===== src/hdl/i2c_master_byte_engine_top_assert.svh =====
// Assertion macros used by the I2C master byte engine RTL.
`ifndef I2C_MASTER_BYTE_ENGINE_TOP_ASSERT_SVH
`define I2C_MASTER_BYTE_ENGINE_TOP_ASSERT_SVH
`ifndef SYNTHESIS
`define I2CM_ASSERT_IMP(lbl, clk, rst, ante, cons) \
   lbl: assert property (@(posedge clk) disable iff (rst) (ante) |-> (cons)) \
      else $error("i2cm assertion failed");
`define I2CM_ASSERT_NEXT(lbl, clk, rst, ante, cons) \
   lbl: assert property (@(posedge clk) disable iff (rst) (ante) |=> (cons)) \
      else $error("i2cm assertion failed");
`else
`define I2CM_ASSERT_IMP(lbl, clk, rst, ante, cons)
`define I2CM_ASSERT_NEXT(lbl, clk, rst, ante, cons)
`endif
`endif


===== src/hdl/i2cm_pkg.sv =====
// Types, codes and line-drive function of the I2C master byte engine.
package i2cm_pkg;

   localparam int TIMER_WIDTH_DEFAULT = 16;
   localparam int CSR_W = 16;
   localparam logic [CSR_W-1:0] PHASE_TICKS_RESET = 16'd5;

   // Item modes, also used as the active command code (tick doubles as idle)
   localparam logic [2:0] MODE_TICK  = 3'd0;
   localparam logic [2:0] MODE_START = 3'd1;
   localparam logic [2:0] MODE_STOP  = 3'd2;
   localparam logic [2:0] MODE_WRITE = 3'd3;
   localparam logic [2:0] MODE_READ  = 3'd4;
   localparam logic [2:0] CMD_IDLE   = MODE_TICK;

   // Phases within one bit slot
   localparam logic [1:0] STEP_LOW0 = 2'd0;
   localparam logic [1:0] STEP_HIGH = 2'd1;
   localparam logic [1:0] STEP_LOW1 = 2'd2;

   localparam logic [3:0] DATA_BITS  = 4'd8;
   localparam logic [3:0] BYTE_SLOTS = 4'd9;
   localparam logic [3:0] ONE_SLOT   = 4'd1;

   typedef struct packed {
      logic [2:0] mode;
      logic [7:0] tx_byte;
      logic       send_nack;
      logic       sda_in;
   } req_type;

   typedef struct packed {
      logic       scl_release;
      logic       sda_release;
      logic       busy_res;
      logic       done_res;
      logic [7:0] rx_byte;
      logic       slave_nack;
      logic       cmd_rejected;
   } rsp_type;

   // Line levels {scl, sda} for a command in a given phase
   function automatic logic [1:0] drive_lines(input logic [2:0] cmd, input logic [1:0] step,
                                               input logic [3:0] bitcnt, input logic out_msb,
                                               input logic ack);
      logic scl;
      logic sda;
      scl = 1'b1;
      sda = 1'b1;
      unique case (cmd)
         MODE_START: begin
            scl = (step != STEP_LOW1);
            sda = (step == STEP_LOW0);
         end
         MODE_STOP: begin
            scl = (step != STEP_LOW0);
            sda = (step == STEP_LOW1);
         end
         MODE_WRITE: begin
            scl = (step == STEP_HIGH);
            sda = (bitcnt < DATA_BITS) ? out_msb : 1'b1;
         end
         MODE_READ: begin
            scl = (step == STEP_HIGH);
            sda = (bitcnt < DATA_BITS) ? 1'b1 : ack;
         end
         default: begin
            scl = 1'b1;
            sda = 1'b1;
         end
      endcase
      return {scl, sda};
   endfunction

endpackage


===== src/hdl/i2cm_engine.sv =====
// Bus state, phase timer and next-state logic of the I2C master byte engine.
`include "i2c_master_byte_engine_top_assert.svh"
module i2cm_engine #(
   parameter int TIMER_WIDTH = i2cm_pkg::TIMER_WIDTH_DEFAULT
) (
   input  logic                         clock,
   input  logic                         reset,
   input  logic                         advance,
   input  i2cm_pkg::req_type            item,
   input  logic                         csr_wr_en,
   input  logic [i2cm_pkg::CSR_W-1:0]   csr_wr_data,
   output i2cm_pkg::rsp_type            rsp
);

   localparam int CMP_W =
      ((TIMER_WIDTH > i2cm_pkg::CSR_W) ? TIMER_WIDTH : i2cm_pkg::CSR_W) + 1;

   logic [i2cm_pkg::CSR_W-1:0] phase_ticks_ff;
   logic [TIMER_WIDTH-1:0]     timer_ff, timer_in;
   logic [1:0]                 step_ff, step_in;
   logic [3:0]                 bit_ff, bit_in;
   logic [2:0]                 cmd_ff, cmd_in;
   logic [7:0]                 sout_ff, sout_in;
   logic [7:0]                 sin_ff, sin_in;
   logic                       ack_ff, ack_in;
   logic [1:0]                 lines_ff, lines_in;
   logic                       nack_ff, nack_in;

   logic [CMP_W-1:0] plen;
   logic [CMP_W-1:0] cap;
   logic [CMP_W-1:0] tnext;
   logic [3:0]       bit_next;
   logic [3:0]       slots;
   logic             done;
   logic             rejected;
   logic             upd;

   always_comb begin
      cap  = CMP_W'({1'b1, {TIMER_WIDTH{1'b0}}});
      plen = (phase_ticks_ff == '0) ? CMP_W'(1) : CMP_W'(phase_ticks_ff);
      if (plen > cap) begin
         plen = cap;
      end
      tnext    = CMP_W'(timer_ff) + CMP_W'(1);
      bit_next = bit_ff + 4'd1;
      slots    = ((cmd_ff == i2cm_pkg::MODE_WRITE) || (cmd_ff == i2cm_pkg::MODE_READ)) ?
                 i2cm_pkg::BYTE_SLOTS : i2cm_pkg::ONE_SLOT;

      timer_in = timer_ff;
      step_in  = step_ff;
      bit_in   = bit_ff;
      cmd_in   = cmd_ff;
      sout_in  = sout_ff;
      sin_in   = sin_ff;
      ack_in   = ack_ff;
      nack_in  = nack_ff;
      lines_in = lines_ff;
      done     = 1'b0;
      rejected = 1'b0;
      upd      = 1'b0;

      if (item.mode == i2cm_pkg::MODE_TICK) begin
         if (cmd_ff != i2cm_pkg::CMD_IDLE) begin
            if (tnext >= plen) begin
               timer_in = '0;
               // sample SDA at the end of the SCL-high phase
               if (step_ff == i2cm_pkg::STEP_HIGH) begin
                  if ((cmd_ff == i2cm_pkg::MODE_WRITE) && (bit_ff == i2cm_pkg::DATA_BITS)) begin
                     nack_in = item.sda_in;
                  end else if ((cmd_ff == i2cm_pkg::MODE_READ) &&
                               (bit_ff < i2cm_pkg::DATA_BITS)) begin
                     sin_in = {sin_ff[6:0], item.sda_in};
                  end
               end
               if (step_ff != i2cm_pkg::STEP_LOW1) begin
                  step_in = step_ff + 2'd1;
                  upd     = 1'b1;
               end else begin
                  step_in = i2cm_pkg::STEP_LOW0;
                  if (cmd_ff == i2cm_pkg::MODE_WRITE) begin
                     sout_in = {sout_ff[6:0], 1'b0};
                  end
                  if (bit_next >= slots) begin
                     cmd_in = i2cm_pkg::CMD_IDLE;
                     bit_in = '0;
                     done   = 1'b1;
                  end else begin
                     bit_in = bit_next;
                     upd    = 1'b1;
                  end
               end
            end else begin
               timer_in = tnext[TIMER_WIDTH-1:0];
            end
         end
      end else if (item.mode <= i2cm_pkg::MODE_READ) begin
         if (cmd_ff != i2cm_pkg::CMD_IDLE) begin
            rejected = 1'b1;
         end else begin
            cmd_in   = item.mode;
            timer_in = '0;
            step_in  = i2cm_pkg::STEP_LOW0;
            bit_in   = '0;
            upd      = 1'b1;
            if (item.mode == i2cm_pkg::MODE_WRITE) begin
               sout_in = item.tx_byte;
               nack_in = 1'b0;
            end else if (item.mode == i2cm_pkg::MODE_READ) begin
               sin_in = '0;
               ack_in = item.send_nack;
            end
         end
      end

      if (upd) begin
         lines_in = i2cm_pkg::drive_lines(cmd_in, step_in, bit_in, sout_in[7], ack_in);
      end

      rsp.scl_release  = lines_in[1];
      rsp.sda_release  = lines_in[0];
      rsp.busy_res     = (cmd_in != i2cm_pkg::CMD_IDLE);
      rsp.done_res     = done;
      rsp.rx_byte      = sin_in;
      rsp.slave_nack   = nack_in;
      rsp.cmd_rejected = rejected;
   end

   always_ff @(posedge clock) begin
      if (reset) begin
         phase_ticks_ff <= i2cm_pkg::PHASE_TICKS_RESET;
         timer_ff       <= '0;
         step_ff        <= i2cm_pkg::STEP_LOW0;
         bit_ff         <= '0;
         cmd_ff         <= i2cm_pkg::CMD_IDLE;
         sout_ff        <= '0;
         sin_ff         <= '0;
         ack_ff         <= 1'b0;
         lines_ff       <= 2'b11;
         nack_ff        <= 1'b0;
      end else begin
         if (csr_wr_en) begin
            phase_ticks_ff <= csr_wr_data;
         end
         if (advance) begin
            timer_ff <= timer_in;
            step_ff  <= step_in;
            bit_ff   <= bit_in;
            cmd_ff   <= cmd_in;
            sout_ff  <= sout_in;
            sin_ff   <= sin_in;
            ack_ff   <= ack_in;
            lines_ff <= lines_in;
            nack_ff  <= nack_in;
         end
      end
   end

   // idle engine holds a cleared phase position
   `I2CM_ASSERT_IMP(a_idle_clear, clock, reset, cmd_ff == i2cm_pkg::CMD_IDLE,
                    (step_ff == i2cm_pkg::STEP_LOW0) && (bit_ff == '0) && (timer_ff == '0))
   // bit index never runs past the acknowledge slot
   `I2CM_ASSERT_IMP(a_bit_range, clock, reset, 1'b1,
                    (bit_ff <= i2cm_pkg::DATA_BITS) && (step_ff != 2'd3))
   // data transfer: SDA holds while SCL stays high
   `I2CM_ASSERT_IMP(a_sda_stable, clock, reset,
                    ((cmd_ff == i2cm_pkg::MODE_WRITE) || (cmd_ff == i2cm_pkg::MODE_READ)) &&
                    lines_ff[1] && $past(lines_ff[1]) && !$past(reset),
                    lines_ff[0] == $past(lines_ff[0]))

endmodule


===== src/hdl/i2c_master_byte_engine_top.sv =====
// Top level of the I2C master byte engine: handshake stages around the bus engine.
// An item passes the input stage, then the result stage, before its result is offered.
// Throughput: one item per clock unless a held result stalls; the result reloads as taken.
// Per-item work is one pass of the engine's next-state logic between the two stages.
// Reset is synchronous, active high: both stages empty, engine idle, lines released,
// phase_ticks back to 5.
module i2c_master_byte_engine_top #(
   parameter int TIMER_WIDTH = i2cm_pkg::TIMER_WIDTH_DEFAULT
) (
   input  logic                        clock,
   input  logic                        reset,
   input  logic                        req_valid,
   output logic                        req_ready,
   input  i2cm_pkg::req_type           req_data,
   output logic                        rsp_valid,
   input  logic                        rsp_ready,
   output i2cm_pkg::rsp_type           rsp_data,
   input  logic                        csr_wr_en,
   input  logic [i2cm_pkg::CSR_W-1:0]  csr_wr_data
);

   // Input stage: holds one accepted item until the engine consumes it
   logic              in_valid_ff, in_valid_in;
   i2cm_pkg::req_type in_data_ff;

   // Result stage: holds the finished item until the consumer takes it
   logic              rsp_valid_ff, rsp_valid_in;
   i2cm_pkg::rsp_type rsp_data_ff;

   i2cm_pkg::rsp_type eng_rsp;
   logic              load;
   logic              req_take;

   // advance the engine when an item waits and the result slot is empty or frees up this cycle
   assign load      = in_valid_ff && (!rsp_valid_ff || rsp_ready);
   assign req_ready = !in_valid_ff || load;
   assign req_take  = req_valid && req_ready;

   always_comb begin
      in_valid_in = in_valid_ff;
      if (req_take) begin
         in_valid_in = 1'b1;
      end else if (load) begin
         in_valid_in = 1'b0;
      end

      rsp_valid_in = rsp_valid_ff;
      if (load) begin
         rsp_valid_in = 1'b1;
      end else if (rsp_ready) begin
         rsp_valid_in = 1'b0;
      end
   end

   always_ff @(posedge clock) begin
      if (reset) begin
         in_valid_ff  <= 1'b0;
         rsp_valid_ff <= 1'b0;
      end else begin
         in_valid_ff  <= in_valid_in;
         rsp_valid_ff <= rsp_valid_in;
      end
   end

   // payload registers: capture only, no reset needed
   always_ff @(posedge clock) begin
      if (req_take) begin
         in_data_ff <= req_data;
      end
      if (load) begin
         rsp_data_ff <= eng_rsp;
      end
   end

   // engine state commits only on load, so each item is applied exactly once
   i2cm_engine #(
      .TIMER_WIDTH (TIMER_WIDTH)
   ) u_engine (
      .clock       (clock),
      .reset       (reset),
      .advance     (load),
      .item        (in_data_ff),
      .csr_wr_en   (csr_wr_en),
      .csr_wr_data (csr_wr_data),
      .rsp         (eng_rsp)
   );

   assign rsp_valid = rsp_valid_ff;
   assign rsp_data  = rsp_data_ff;

endmodule


===== config.mk =====
export PLATFORM = sky130hd
export DESIGN_NAME = i2c_master_byte_engine_top
export DESIGN_NICKNAME = d
export VERILOG_FILES = /design/src/hdl/i2cm_pkg.sv /design/src/hdl/i2cm_engine.sv /design/src/hdl/i2c_master_byte_engine_top.sv
export VERILOG_INCLUDE_DIRS = /design/src /design/src/hdl
export SDC_FILE = /design/constraint.sdc
export NUM_CORES = 1
export LEC_CHECK = 0
export BUFFER_PORTS_ARGS = -buffer_cell sky130_fd_sc_hd__buf_4
export CORE_MARGIN = 4
export CORE_UTILIZATION = 40
export CTS_CLUSTER_SIZE = 30
export DETAILED_ROUTE_END_ITERATION = 8
export PLACE_DENSITY = 0.57
export SYNTH_ARGS = -nofsm -noshare
export SYNTH_HDL_FRONTEND = slang
export SYNTH_SLANG_ARGS = --single-unit

===== constraint.sdc =====
create_clock -name clock -period 3.73 [get_ports clock]
set_input_delay 0.5595 -clock clock [delete_from_list [all_inputs] [get_ports clock]]
set_output_delay 0.5595 -clock clock [all_outputs]
set_load 0.1 [all_outputs]

== After elaboration in Yosys (flattened, before gate mapping) ==
Cells that the tools add are included.
Storage, ports and cells
  output and inout port bits: 16
  flip-flop bits (word level): 90
  logic and storage cells: 157
Operators by class
  bitwise operators: 4
  eq/ne operators: 19
  add/sub/neg operators: 3
  reduce and logical (&&, ||, !) cells: 24
  multiplexer cells: 77
  $lt $le $gt $ge: 6
Operators with widths (number)
  $mux W8: 18
  $mux W16: 6
  $mux W4: 8
  $mux W1: 28
  $mux W3: 7
  $add A16 B1 Y17 const B: 1
  $ge A17 B17 Y1: 1
  $gt A17 B17 Y1 const B: 1
  $mux W17: 1
  $logic_not A16 Y1: 1
  $mux W2: 7
  $eq A3 B2 Y1 const B: 4
  $ne A2 B2 Y1 const B: 6
  $reduce_bool A2 Y1: 5
  $eq A3 B3 Y1 const B: 3
  $lt A4 B4 Y1 const B: 2
  $reduce_and A8 Y1: 1
  $reduce_bool A3 Y1: 2
  $add A4 B1 Y4 const B: 1
  $eq A2 B1 Y1 const B: 2
  $eq A4 B4 Y1 const B: 1
  $ge A4 B4 Y1: 1
  $logic_and A1 B1 Y1: 4
  $not A1 Y1: 4
  14 further kinds: 18

== Longest topological paths before layout ==
  depth in word-level cells: 13
  depth in mapped cells: 17
  depth with buffers taken out: 15

== Modules after synthesis ==
A second synthesis with hierarchy kept.
Unflattened totals
  cell total of the unflattened synthesis: 495
  area total of the unflattened synthesis: 4719.5 um^2
By module, submodules not included
  i2cm_engine: sequential area each 1221.2 um^2, area an instance 3804.9 um^2, times used 1, cells an instance 458
  i2c_master_byte_engine_top: sequential area each 850.8 um^2, area an instance 914.6 um^2, times used 1, cells an instance 37

== Worst setup path after synthesis ==
OpenSTA, ideal clock, no wires.
  kind: flip-flop to flip-flop
  start point: register u_engine.timer_ff[2]
  end point: register rsp_data_ff, in the netlist rsp_data[12], data pin
  arrival: 3.592 ns
  path buffers: 1
  path slack: -0.124 ns
  required time: 3.467 ns
  stages on the path, launching flop included: 17
  cells stage by stage: dfxtp_1 > nand3_1 > nor2_1 > and3_1 > clkbuf_1 > and3_1 > nand3_1 > xnor2_1 > ha_1 > nand3_1 > or3_1 > o2111ai_2 > nor2_1 > nor3_1 > a21oi_1 > o22ai_1 > a21oi_1
RTL lines
  start, declared: line i2cm_engine.sv:19  | logic [TIMER_WIDTH-1:0] timer_ff, timer_in;
  start signal, assigned: line i2cm_engine.sv:145  | timer_ff <= timer_in;
  end signal, assigned: line i2c_master_byte_engine_top.sv:71  | rsp_data_ff <= eng_rsp;
  end, declared: line i2c_master_byte_engine_top.sv:28  | i2cm_pkg::rsp_type rsp_data_ff;

==> out/metrics.cfg <==
[clock_network]
cts_made_buffers = 9
ctsLongestPathBuffers = 2
htreeDepth = 3
clk_pin_slew_worst_paths_ns = 0.06
cts_root_buffer = clkbuf_16
clock-sinks = 90
clkLatencyLatePin_ns = 0.34
ctsHoldBuffers = 0
cts_tree = yes

[yosys]
synthSimpleGateAreaFrac_pct = 23.1
synth.area.mux_share_pct = 4.73
synthArstFlopShare_pct = 0
synth_top_family_by_area = simple AND/OR/NAND/NOR gates
synth.avg_cell_area_um2 = 8.99
syn_area_um2 = 4760
ys.flop_type = dfxtp_1
ys_seq_area_share_pct = 43.5
synthAdderAreaFrac_pct = 6.57
ys_types = 56
synth_nets = 589
ys_warn_count = 0
ys_ff_latch = 90
synth_edf_count = 27
syn_inst = 530
synth-xor-area-share_pct = 2.94
synth_compound_area_share_pct = 15.6

[global_route]
antenna_found_initial = 0
grt_usage_pct = 17.1
grt_max_degree = 62
grt_pass1_wl_mm = 18.5
grt_pass1_vias = 3770
grt-ovfl-total = 0

[place]
post-place-cells = 729
dp.final_hpwl_mm = 7.99
place_ws_ns = 0.0267
placed_area_um2 = 5470
port_buffers = 49
gp_congestion = 0.862

[power_and_ir_drop]
total_power_mw = 2.35
leakage_nw = 2.38
p_switching_uw = 592
clkPwrFrac_pct = 41.5
power_frac_comb_pct = 13.2
p_sw_share_pct = 25.2
power_frac_seq_pct = 45.4
p_per_area_nw_per_um2 = 394
intPower_mw = 1.75
irDropWorstVdd_v = 0.000328

[timing]
hold_viol = 0
timing.hold.ws_ns = 0.388
fin_ws_ns = 0.0969
layout_min_cycle_time_ns = 3.63
slew_headroom_pct = 36.8
setup_violations = 0
finalMaxSlewViolations = 0
rsz0062_at_grt = true
setup-tns-final_ns = 0
fin_crit_sh_pct = 97.4
finClkSkew_ns = 0.00531
worstMarginPinSlew_ns = 0.947
fmax_mhz = 275

[layout]
final_area_um2 = 5950
antenna_cells = 0
final_core_util_pct = 51.7
synthToLayoutAreaGrowth_pct = 24.8
drive_gt1_share_pct = 22.6
fin_cells = 748
fin_nets = 659

[route]
met3_length_um = 592
met2_length_mm = 5.07
wire_per_inst_um = 15.1
topRoutingLayerUsed = met4
routed_via_density = 5.33
wl_met1_mm = 5.46
vias = 3990
ant_nets = 0
wl_mm = 11.3
initialDrtViolationCount = 277
drc = 0
firstDrtPassIters = 4

[setup_path]
cpMaxStageDelayCell = or4_4
worstSetupStartpoint = u_engine.timer_ff[1]
rr_worst_depth = 15
r2r-end = rsp_data[12]
r2r-start = u_engine.timer_ff[1]
r2r_setup_slack_ns = 0.1
worst_setup_path_start_kind = flop
cpPeakStageDelay_ns = 0.45
worstPathMaxFanout = 6
critical_path_arrival_ns = 3.84
path_cells = ha_4 -> nand3_4 -> nor3_4 -> buf_6 -> xor2_1 -> ha_1 -> nand4_1 -> inv_1 -> a2111oi_4 -> nor2_4 -> o211ai_4 -> a31oi_4 -> mux2i_1 -> or4_4 -> a21oi_2
endpoint = rsp_data[12]
endpoint_kind = flop
cp.required_ns = 3.94
setup.worst_path.class = reg -> reg

[floorplanning]
die_w_um = 117
ios = 50
start_util_pct = 41.4
num_rows = 39
dieArea_um2 = 13700
core-area_um2 = 11500
die_h_um = 117

[min_path]
hold_class = in -> reg
hold_start = req_data[3]

[flow_run]
drv_cap = 0

[status]
status = finished, final reports clean

cell families (layout without fill, tap and decap cells):
| group | Yosys count | in the layout |
|---|---|---|
| compound gates | 105 | 105 |
| xor+xnor | 16 | 16 |
| fa+ha+maj | 25 | 25 |
| buf+inv | 45 | 120 |
| flops | 90 | 90 |
| mux | 22 | 22 |
| simple gates | 227 | 227 |
critical path: cells and delay by family (launching register included):
family / cells / cell delay (ns)
mux: 1 / 0.16
simple gates: 5 / 1.10
fa+ha+maj: 2 / 0.42
xor+xnor: 1 / 0.15
flops: 1 / 0.36
buf+inv: 2 / 0.25
compound gates: 4 / 1.06
power by group through the flow:
| stage | combinational (mW) | sequential, mW | clock [mW] |
|---|---|---|---|
| finish | 0.309 | 1.06 | 0.973 |
| global route | 0.335 | 1.07 | 1.05 |
| CTS | 0.297 | 1.06 | 1.01 |
| detailed placement | 0.296 | 1.09 | 0 |
| global placement | 0.293 | 1.08 | 0 |
| floorplan | 0.150 | 1.14 | 0 |
layout by cell type (no fill, tap or decap), drive strengths merged, types with 3 or more instances in the layout:
cell type	count
o21ai	11
nor2	65
nor2b	6
nor3	17
and2	7
nand2	61
a22oi	8
nand4	4
xor2	5
and3	5
inv	23
mux2i	18
ha	25
or3	3
dfxtp	63
buf	81
o211ai	3
a32oi	7
nand3	34
xnor2	11
clkinv	3
nor4	7
a211oi	11
a21oi	41
nand3b	5
a31oi	5
edfxtp	27
nand2b	6
mux2	4
clkbuf	11
a21o	4
layer usage:
metal  vias to the layer above  track usage [%]
met5                         -                0
met4                         0             4.97
met3                        12             4.99
met2                        77             25.6
met1                      1859             24.0
li1                       2042                -
what timing repair did:
| item | CTS | global route |
|---|---|---|
| gates resized for setup | 0 | 26 |
| setup buffers | 0 | 3 |
| setup endpoints to repair | 1 | 29 |
| pin swaps | 1 | 11 |
worst min-delay path by stage:
| stage | slack (ns) | endpoint | cells after the start |
|---|---|---|---|
| floorplan | 0.44 | u_engine.phase_ticks_ff[0] | 2 |
| global route | 0.37 | in_data_ff[5] | 1 |
| finish | 0.39 | in_data_ff[3] | 1 |
| global placement | 0.46 | u_engine.ack_ff | 2 |
| CTS | 0.37 | in_data_ff[3] | 1 |
| detailed placement | 0.47 | u_engine.timer_ff[1] | 2 |
state kept, by name (all words and copies together), names as in the netlist:
| signal | cells |
|---|---|
| u_engine.ack_ff | 1 |
| u_engine.sin_ff | 8 |
| rsp_valid | 1 |
| u_engine.sout_ff | 8 |
| u_engine.nack_ff | 1 |
| u_engine.bit_ff | 4 |
| u_engine.phase_ticks_ff | 16 |
| u_engine.step_ff | 2 |
| in_data_ff | 13 |
| u_engine.timer_ff | 16 |
| u_engine.cmd_ff | 3 |
| rsp_data | 14 |
| in_valid_ff | 1 |
| u_engine.lines_ff | 2 |
synth_stat cells (2+ instances only):
library cell | number | share of area, %
nor2_1 | 65 | 5.1
dfxtp_1 | 63 | 26
nand2_1 | 61 | 4.8
a21oi_1 | 41 | 4.3
nand3_1 | 33 | 3.5
edfxtp_1 | 27 | 17
ha_1 | 25 | 6.6
inv_1 | 23 | 1.8
clkbuf_1 | 20 | 1.6
mux2i_1 | 18 | 3.8
nor3_1 | 16 | 1.7
a211oi_1 | 11 | 1.7
o21ai_0 | 11 | 1.2
xnor2_1 | 11 | 2.0
a22oi_1 | 8 | 1.3
a32oi_1 | 7 | 1.3
and2_1 | 7 | 0.92
nor4_1 | 7 | 0.92
nand2b_1 | 6 | 0.79
nor2b_1 | 6 | 0.79
and3_1 | 5 | 0.66
nand3b_1 | 5 | 0.79
xor2_1 | 5 | 0.92
a21o_1 | 4 | 0.63
a31oi_1 | 4 | 0.53
mux2_2 | 4 | 0.95
or3_1 | 3 | 0.39
buf_2 | 2 | 0.21
nand4_1 | 2 | 0.26
nand4_2 | 2 | 0.53
o211ai_1 | 2 | 0.32
or2_2 | 2 | 0.26
area by class of cell:
cell class / count / area, um2
clock buffers: 11 / 243
repair buffers: 81 / 612
well taps: 143 / 179
inverters: 23 / 86.3
flip-flops and latches: 90 / 2070
clock inverters: 5 / 78.8
fillers: 1085 / 5570
multi-input cells: 395 / 2680
Power figures use the tool's default switching activity.
